<file path="src/ftg_pkg.sv">
// ----------------------------------------------------------------------------
// ftg_pkg
// Shared constants and types for the frame time target governor.
// ----------------------------------------------------------------------------
package ftg_pkg;

  localparam int DATA_W     = 24;
  localparam int WINDOW_DEF = 16;
  localparam int CFG_IDX_W  = 3;

  typedef logic [DATA_W-1:0] us_t;

  // Reset values
  localparam us_t TARGET_RESET     = 24'd16667;
  localparam us_t MAX_ADJUST_RST   = 24'd1000;
  localparam us_t MAX_FRAME_RST    = 24'd100000;
  localparam us_t REMOTE_FLOOR_RST = 24'd33333;
  localparam us_t MIN_FRAME_RST    = 24'd2000;

  // floor(x/10) == (x * RECIP_M) >> RECIP_SHIFT for any 24-bit x
  localparam int  RECIP_SHIFT = 27;
  localparam us_t RECIP_M     = 24'd13421773;

  // Register indexes on the config port
  typedef enum logic [CFG_IDX_W-1:0] {
    REG_MAX_ADJUST     = 3'd0,
    REG_MAX_FRAME_TIME = 3'd1,
    REG_REMOTE_FLOOR   = 3'd2,
    REG_MIN_FRAME_TIME = 3'd3,
    REG_REMOTE_MODE    = 3'd4,
    REG_FPS_UNLOCKED   = 3'd5
  } cfg_idx_t;

  typedef enum logic [2:0] {
    ST_IDLE,
    ST_SCAN,
    ST_DIV,
    ST_GOAL,
    ST_STEP,
    ST_APPLY,
    ST_FLOOR,
    ST_OUT
  } state_t;

endpackage

</file>
<file path="src/frame_time_target_governor.sv">
// ----------------------------------------------------------------------------
// frame_time_target_governor
// Keeps a ring of recent frame intervals and steers a target frame time
// toward a goal set by the window's spread, then applies the floors.
// ----------------------------------------------------------------------------
//  channel  dir  handshake            payload
//  in       in   in_valid / in_stall   interval_us  [23:0]
//  out      out  out_valid / out_stall target_us    [23:0]
//  cfg      in   cfg_we                cfg_index [2:0], cfg_data [23:0]
//
// One item at a time. While the ring is filling (first WINDOW+1 beats) an item goes
// straight to the floors; afterwards it first runs the min/max scan through the ring
// RAM's single read port, one entry a cycle. A new beat is taken as soon as the
// previous result sits in the output register. Reset is synchronous; the ring needs
// no clearing, it is always fully written before the first scan. A stalled output
// holds its beat; the next result waits in ST_OUT, taking no new beat, until hand-off.
// ----------------------------------------------------------------------------
module frame_time_target_governor #(
  parameter int WINDOW = ftg_pkg::WINDOW_DEF
) (
  input  logic                           clk,
  input  logic                           rst,
  input  logic                           in_valid,
  output logic                           in_stall,
  input  logic [ftg_pkg::DATA_W-1:0]     interval_us,
  output logic                           out_valid,
  input  logic                           out_stall,
  output logic [ftg_pkg::DATA_W-1:0]     target_us,
  input  logic                           cfg_we,
  input  logic [ftg_pkg::CFG_IDX_W-1:0]  cfg_index,
  input  logic [ftg_pkg::DATA_W-1:0]     cfg_data
);

  localparam int AW = $clog2(WINDOW);
  localparam int CW = $clog2(WINDOW + 1);
  localparam int FW = $clog2(WINDOW + 2);
  localparam int DW = ftg_pkg::DATA_W;
  localparam int QW = 2 * DW - ftg_pkg::RECIP_SHIFT;

  // Config registers
  ftg_pkg::us_t max_adjust;
  ftg_pkg::us_t max_frame_time;
  ftg_pkg::us_t remote_floor;
  ftg_pkg::us_t min_frame_time;
  logic         remote_mode;
  logic         fps_unlocked;

  ftg_pkg::state_t state, state_next;

  logic [AW-1:0]   write_slot;
  logic [FW-1:0]   fill_count;
  logic [CW-1:0]   cnt;
  logic            rd_vld;
  ftg_pkg::us_t    target_time;
  ftg_pkg::us_t    hi, lo;
  ftg_pkg::us_t    rd_data;
  logic [2*DW-1:0] prod;
  ftg_pkg::us_t    goal;
  logic signed [DW:0]   step;

  logic in_acc, out_acc, out_load, filled, scan_done;
  logic signed [DW:0]   gap, half, lim, step_next;
  logic signed [DW+1:0] t_sum;
  ftg_pkg::us_t         t_cap, t_floor;

  assign in_acc    = in_valid && !in_stall;
  assign out_acc   = out_valid && !out_stall;
  assign filled    = (fill_count > FW'(WINDOW));
  assign scan_done = (cnt == CW'(WINDOW));

  // ---------------- config ----------------
  always_ff @(posedge clk) begin
    if (rst) begin
      max_adjust     <= ftg_pkg::MAX_ADJUST_RST;
      max_frame_time <= ftg_pkg::MAX_FRAME_RST;
      remote_floor   <= ftg_pkg::REMOTE_FLOOR_RST;
      min_frame_time <= ftg_pkg::MIN_FRAME_RST;
      remote_mode    <= 1'b0;
      fps_unlocked   <= 1'b0;
    end else if (cfg_we) begin
      unique case (cfg_index)
        ftg_pkg::REG_MAX_ADJUST:     max_adjust     <= cfg_data;
        ftg_pkg::REG_MAX_FRAME_TIME: max_frame_time <= cfg_data;
        ftg_pkg::REG_REMOTE_FLOOR:   remote_floor   <= cfg_data;
        ftg_pkg::REG_MIN_FRAME_TIME: min_frame_time <= cfg_data;
        ftg_pkg::REG_REMOTE_MODE:    remote_mode    <= cfg_data[0];
        ftg_pkg::REG_FPS_UNLOCKED:   fps_unlocked   <= cfg_data[0];
        default: ;
      endcase
    end
  end

  // ---------------- ring memory ----------------
  ftg_ram #(
    .WIDTH (DW),
    .DEPTH (WINDOW)
  ) u_ring (
    .clk   (clk),
    .we    (in_acc),
    .waddr (write_slot),
    .wdata (interval_us),
    .raddr (cnt[AW-1:0]),
    .rdata (rd_data)
  );

  // ---------------- FSM ----------------
  always_comb begin
    state_next = state;
    unique case (state)
      ftg_pkg::ST_IDLE:  if (in_acc) state_next = filled ? ftg_pkg::ST_SCAN : ftg_pkg::ST_FLOOR;
      ftg_pkg::ST_SCAN:  if (scan_done) state_next = ftg_pkg::ST_DIV;
      ftg_pkg::ST_DIV:   state_next = ftg_pkg::ST_GOAL;
      ftg_pkg::ST_GOAL:  state_next = ftg_pkg::ST_STEP;
      ftg_pkg::ST_STEP:  state_next = ftg_pkg::ST_APPLY;
      ftg_pkg::ST_APPLY: state_next = ftg_pkg::ST_FLOOR;
      ftg_pkg::ST_FLOOR: state_next = ftg_pkg::ST_OUT;
      ftg_pkg::ST_OUT:   if (!out_valid || !out_stall) state_next = ftg_pkg::ST_IDLE;
      default:           state_next = ftg_pkg::ST_IDLE;
    endcase
  end

  always_comb begin
    in_stall = (state != ftg_pkg::ST_IDLE);
    out_load = (state == ftg_pkg::ST_OUT) && (!out_valid || !out_stall);
  end

  always_ff @(posedge clk) begin
    if (rst) begin
      state <= ftg_pkg::ST_IDLE;
    end else begin
      state <= state_next;
    end
  end

  // ---------------- datapath arithmetic ----------------
  always_comb begin
    gap  = $signed({1'b0, goal}) - $signed({1'b0, target_time});
    half = gap >>> 1;
    if (gap[DW] && gap[0]) begin
      half = half + (DW+1)'(1);   // round toward zero
    end
    lim = $signed({1'b0, max_adjust});
    if (half > lim) begin
      step_next = lim;
    end else if (half < -lim) begin
      step_next = -lim;
    end else begin
      step_next = half;
    end

    t_sum = $signed({2'b00, target_time}) + (DW+2)'(step);
    if (t_sum < 0) begin
      t_cap = '0;
    end else if (t_sum > $signed({2'b00, max_frame_time})) begin
      t_cap = max_frame_time;
    end else begin
      t_cap = t_sum[DW-1:0];
    end

    t_floor = target_time;
    if (remote_mode && t_floor < remote_floor) begin
      t_floor = remote_floor;
    end
    if (!fps_unlocked && t_floor < min_frame_time) begin
      t_floor = min_frame_time;
    end
  end

  // ---------------- control state ----------------
  always_ff @(posedge clk) begin
    if (rst) begin
      write_slot  <= '0;
      fill_count  <= '0;
      cnt         <= '0;
      rd_vld      <= 1'b0;
      target_time <= ftg_pkg::TARGET_RESET;
      out_valid   <= 1'b0;
    end else begin
      rd_vld <= (state == ftg_pkg::ST_SCAN) && !scan_done;
      if (in_acc) begin
        write_slot <= (write_slot == AW'(WINDOW - 1)) ? '0 : write_slot + AW'(1);
        if (!filled) begin
          fill_count <= fill_count + FW'(1);
        end
        cnt <= '0;
      end else if (state == ftg_pkg::ST_SCAN && !scan_done) begin
        cnt <= cnt + CW'(1);
      end
      if (state == ftg_pkg::ST_APPLY) begin
        target_time <= t_cap;
      end else if (state == ftg_pkg::ST_FLOOR) begin
        target_time <= t_floor;
      end
      if (out_load) begin
        out_valid <= 1'b1;
      end else if (out_acc) begin
        out_valid <= 1'b0;
      end
    end
  end

  // ---------------- payload registers ----------------
  always_ff @(posedge clk) begin
    if (in_acc) begin
      hi <= '0;
      lo <= '1;
    end else if (rd_vld) begin
      if (rd_data > hi) hi <= rd_data;
      if (rd_data < lo) lo <= rd_data;
    end
    if (state == ftg_pkg::ST_DIV) begin
      // tenth via reciprocal
      prod <= (2*DW)'(hi - lo) * (2*DW)'(ftg_pkg::RECIP_M);
    end
    if (state == ftg_pkg::ST_GOAL) begin
      goal <= hi - DW'(prod[2*DW-1 -: QW]);
    end
    if (state == ftg_pkg::ST_STEP) begin
      step <= step_next;
    end
    if (out_load) begin
      target_us <= target_time;
    end
  end

  // ---------------- assertions ----------------
  a_fill_sat: assert property (@(posedge clk) disable iff (rst)
    fill_count <= FW'(WINDOW + 1))
    else $error("fill count past saturation");

  a_scan_after_fill: assert property (@(posedge clk) disable iff (rst)
    in_acc && filled |=> state == ftg_pkg::ST_SCAN)
    else $error("filled ring did not start a scan");

  a_fill_skips_scan: assert property (@(posedge clk) disable iff (rst)
    in_acc && !filled |=> state == ftg_pkg::ST_FLOOR)
    else $error("filling beat entered the adjust path");

  a_rd_in_scan: assert property (@(posedge clk) disable iff (rst)
    rd_vld |-> state == ftg_pkg::ST_SCAN)
    else $error("ring read data outside scan");

  a_min_floor: assert property (@(posedge clk) disable iff (rst)
    out_load && !fps_unlocked |=> target_us >= min_frame_time)
    else $error("result below minimum frame time");

endmodule

</file>
<file path="src/ftg_ram.sv">
// ----------------------------------------------------------------------------
// ftg_ram
// Simple dual-port RAM: one write port, one read port, registered read.
// ----------------------------------------------------------------------------
module ftg_ram #(
  parameter int WIDTH = 24,
  parameter int DEPTH = 16
) (
  input  logic                     clk,
  input  logic                     we,
  input  logic [$clog2(DEPTH)-1:0] waddr,
  input  logic [WIDTH-1:0]         wdata,
  input  logic [$clog2(DEPTH)-1:0] raddr,
  output logic [WIDTH-1:0]         rdata
);

  logic [WIDTH-1:0] mem [DEPTH];

  always_ff @(posedge clk) begin
    if (we) begin
      mem[waddr] <= wdata;
    end
    rdata <= mem[raddr];
  end

endmodule
</file>
<file path="config.mk">
export PLATFORM = sky130hd
export DESIGN_NAME = frame_time_target_governor
export DESIGN_NICKNAME = d
export VERILOG_FILES = /design/src/ftg_pkg.sv /design/src/frame_time_target_governor.sv /design/src/ftg_ram.sv
export SDC_FILE = /design/constraint.sdc
export NUM_CORES = 2
export LEC_CHECK = 0
export ABC_AREA = 1
export BUFFER_PORTS_ARGS = -buffer_cell sky130_fd_sc_hd__buf_2
export CAP_MARGIN = 20
export CORE_UTILIZATION = 50
export CTS_BUF_LIST = sky130_fd_sc_hd__clkbuf_16
export DETAILED_ROUTE_END_ITERATION = 8
export PLACE_DENSITY = 0.76
export SLEW_MARGIN = 5
export SYNTH_ARGS = -nofsm -noshare
export SYNTH_HDL_FRONTEND = slang
export SYNTH_SLANG_ARGS = --single-unit
export TNS_END_PERCENT = 100
</file>
<file path="constraint.sdc">
create_clock -name clk -period 7.4 [get_ports clk]
set_input_delay 0 -clock clk [delete_from_list [all_inputs] [get_ports clk]]
set_output_delay 0 -clock clk [all_outputs]
set_load 0.01 [all_outputs]
</file>
==> results.toml <==
[synthesis]
synth.distinct_cells = 68
syn_nets = 6242
ys_warn_count = 0
synth-seq-cells = 691
synth_top_cell_area_share_pct = 29.42
synth.avg_cell_area_um2 = 8.951
synthCells = 5450
netlist_area_um2 = 48790
synth.largest_area_cell = "edfxtp_1"
synth_area_leaders = "edfxtp_1 (29%), ha_1 (12%), fa_1 (10%)"
yosysSeqAreaShare_pct = 38.16
synth_edf_count = 478
synth_ff_type = "edfxtp_1"
synth-async-reset-ratio_pct = 0

[grt]
grt_pass1_vias = 39510
grt_pass1_wl_um = 222400
antenna_found_initial = 5
grt_usage_pct = 29.22
grt_max_degree = 115
gr-total-overflow = 0

[timing]
finalSetupViolations = 10
timing.final.crit_share_pct = 102.6
setup_slack_ps = -191.7
rsz0062_at_grt = "yes"
finalClockSkew_ps = 21.98
fmax_mhz = 131.7
min_period_ps = 7592
final.setup.tns_ps = -1265
timing.slew.headroom_pct = 22.30
hold_violations = 0
worstMarginPinSlew_ps = 1161
finalMaxSlewViolations = 0

[outcome]
outcome = "finished with violations"
violations = "negative setup slack"

[finish]
stdcell_count = 7225
multiInputGateArea_um2 = 27060
largestRegisters = "u_ring.mem (384), step (25)"
final_util_pct = 59.22
drive_gt1_share_pct = 14.51
final_net_count = 6680
fillers = 8101
synthToLayoutAreaGrowth_pct = 17.40
max_flop_register = "u_ring.mem"
seqCellArea_um2 = 18630
largest_register_ffs = 384

[placed_design]
dp_hpwl_um = 106400
pre_cts_slack_ps = -529.1
portBuffers = 81
dp_cells = 7007
gp_congestion = 1.010

[worst_setup_path]
arrival_ps = 7970
slowest_stage = "fa_1"
crit_type = "flip-flop to flip-flop"
critPathLaunchType = "flip-flop"
crit_top_cell = "inv_2"
worstSetupEndpointType = "flip-flop"
cpPeakStageDelay_ps = 570
path_max_fanout = 4
required_ps = 7780

[clocking]
clk_latency_ps = 640
clock_path_buffers = 3
cts_tree = "done"
clk_pin_slew_worst_paths_ps = 60
cts-root-buf = "clkbuf_16"
cts_buffers = 70
cts_sinks = 691
cts_max_level = 3

[flow_run]
cap_viol_max_count = 0

[routing]
drc_errors = 0
wl_per_cell_um = 20.26
viasPerCell = 5.639
drt_iter0_drc = 4312
wirelength_um = 146400
drt_pass1_iterations = 7
dr_total_vias = 40740
ant_nets = 0

[die]
die_h_um = 314.4
start_util_pct = 50.45
die_w_um = 314.4
coreArea_um2 = 96710
die_area_um2 = 98830
rows = 114
ioPinCount = 82

[min_path]
hp-class = "input port to flip-flop"
==> cell type report <==
| type | instances | area share (%) |
|---|---|---|
| multi-input combinational | 3671 | 47.25 |
| sequential | 691 | 32.52 |
| timing repair buffer | 527 | 7.082 |
| inverter | 927 | 6.080 |
| clock buffer | 72 | 3.146 |
| tap | 1276 | 2.788 |
| clock inverter | 58 | 1.116 |
| antenna | 3 | 0.01311 |
==> layer usage <==
layer / global-route usage (%) / vias up / share of wire (%)
li1: - / 19120 / -
met1: 38.92 / 19410 / 40
met2: 47.20 / 1827 / 46
met3: 4.466 / 382 / 8.7
met4: 12.96 / 2 / 4.8
met5: 0 / - / 0.0068
==> kinds of logic (layout without fill, tap and decap cells) <==
logic type | Yosys count | after routing | share of synthesized area [%]
XOR/XNOR | 176 | 176 | 3.291
AND/OR/NAND/NOR | 1627 | 1627 | 14.18
flip-flops | 691 | 691 | 38.16
multiplexers | 1 | 1 | 0.02052
buffers and inverters | 1088 | 1584 | 8.453
adder cells (fa/ha/maj) | 736 | 736 | 22.72
AO/OA/AOI/OAI | 1131 | 1131 | 13.17
other | 0 | 3 | 0
==> cell usage after synthesis (6+ instances only) <==
master    number
nor4_1        14
and2_1         6
nand3_1      229
buf_2          8
o22ai_1       55
nand2_1      776
o211ai_1      35
nand3b_1       6
nor2_2         9
xor2_1       128
o21ai_2       26
buf_1          9
nand4_1       64
o21bai_1      25
or2_2         13
a31oi_1       17
nand2_2        9
clkbuf_1     140
xnor2_1       41
o21ai_0      479
dfxtp_1      213
ha_1         486
o21a_1        13
nor3_1        42
a21oi_1      353
inv_1        908
o21ai_1       16
a21o_1        19
nor2_1       430
fa_1         250
clkinv_1       8
inv_2         11
xor2_2         6
a21boi_0       7
nand3_2       13
o221ai_1      46
a211oi_1      16
edfxtp_1     478
==> cells in the final DEF (no fill, tap or decap), types with 16 or more instances in the layout <==
cell           instances
ha_4                  26
o211ai_1              35
nor2_2                24
a21oi_2               28
nor3_1                39
nor2_4                22
nor2_1               394
edfxtp_1             478
o21ai_2               34
fa_1                 244
inv_1                900
nand2_2               26
o221ai_1              45
o21ai_1               18
xnor2_1               40
buf_4                368
buf_2                 81
a31oi_1               16
ha_1                 456
a211oi_1              16
xor2_1               116
a21o_1                19
o22ai_1               55
dlygate4sd3_1         62
o21bai_1              22
clkinv_2              17
inv_2                 28
o21ai_0              467
nand3_1              227
nand2_1              757
a21oi_1              325
clkbuf_16             72
nand4_1               64
dfxtp_1              207
==> path summary, 6_finish.rpt <==
path,start,endpoint,slack [ps],cells after the start
setup reg to reg,lo[4],prod[45],-190,39
hold reg to reg,fill_count[4],fill_count[4],460,2
setup / recovery,lo[4],prod[45],-190,39
hold / removal,interval_us[0],u_ring.mem[8][0],290,2
==> per-stage QoR <==
stage	area, µm²	hold slack, ps
5_1_grt	57270	291.8
4_1_cts	56500	240.9
6_report	57270	290.0
3_5_place_dp	53130	299.4
3_3_place_gp	53130	298.2
2_1_floorplan	48850	98.87
==> what timing repair did <==
item,4_1_cts,5_1_grt
endpoints found under the hold margin,491,0
setup endpoints to repair,20,21
setup buffers,10,9
pin swaps,21,50
resized for setup,52,131
hold buffers,62,0
==> critical path, delay by kind of cell (launching register included) <==
family / cells / cell delay (ps)
XOR/XNOR: 2 / 470
AND/OR/NAND/NOR: 7 / 580
AO/OA/AOI/OAI: 12 / 1850
flip-flops: 1 / 320
buffers and inverters: 10 / 690
adder cells (fa/ha/maj): 8 / 3460
Power is not shown: default switching activity piles up to over one toggle a cycle in this logic, so the estimate is an artifact.
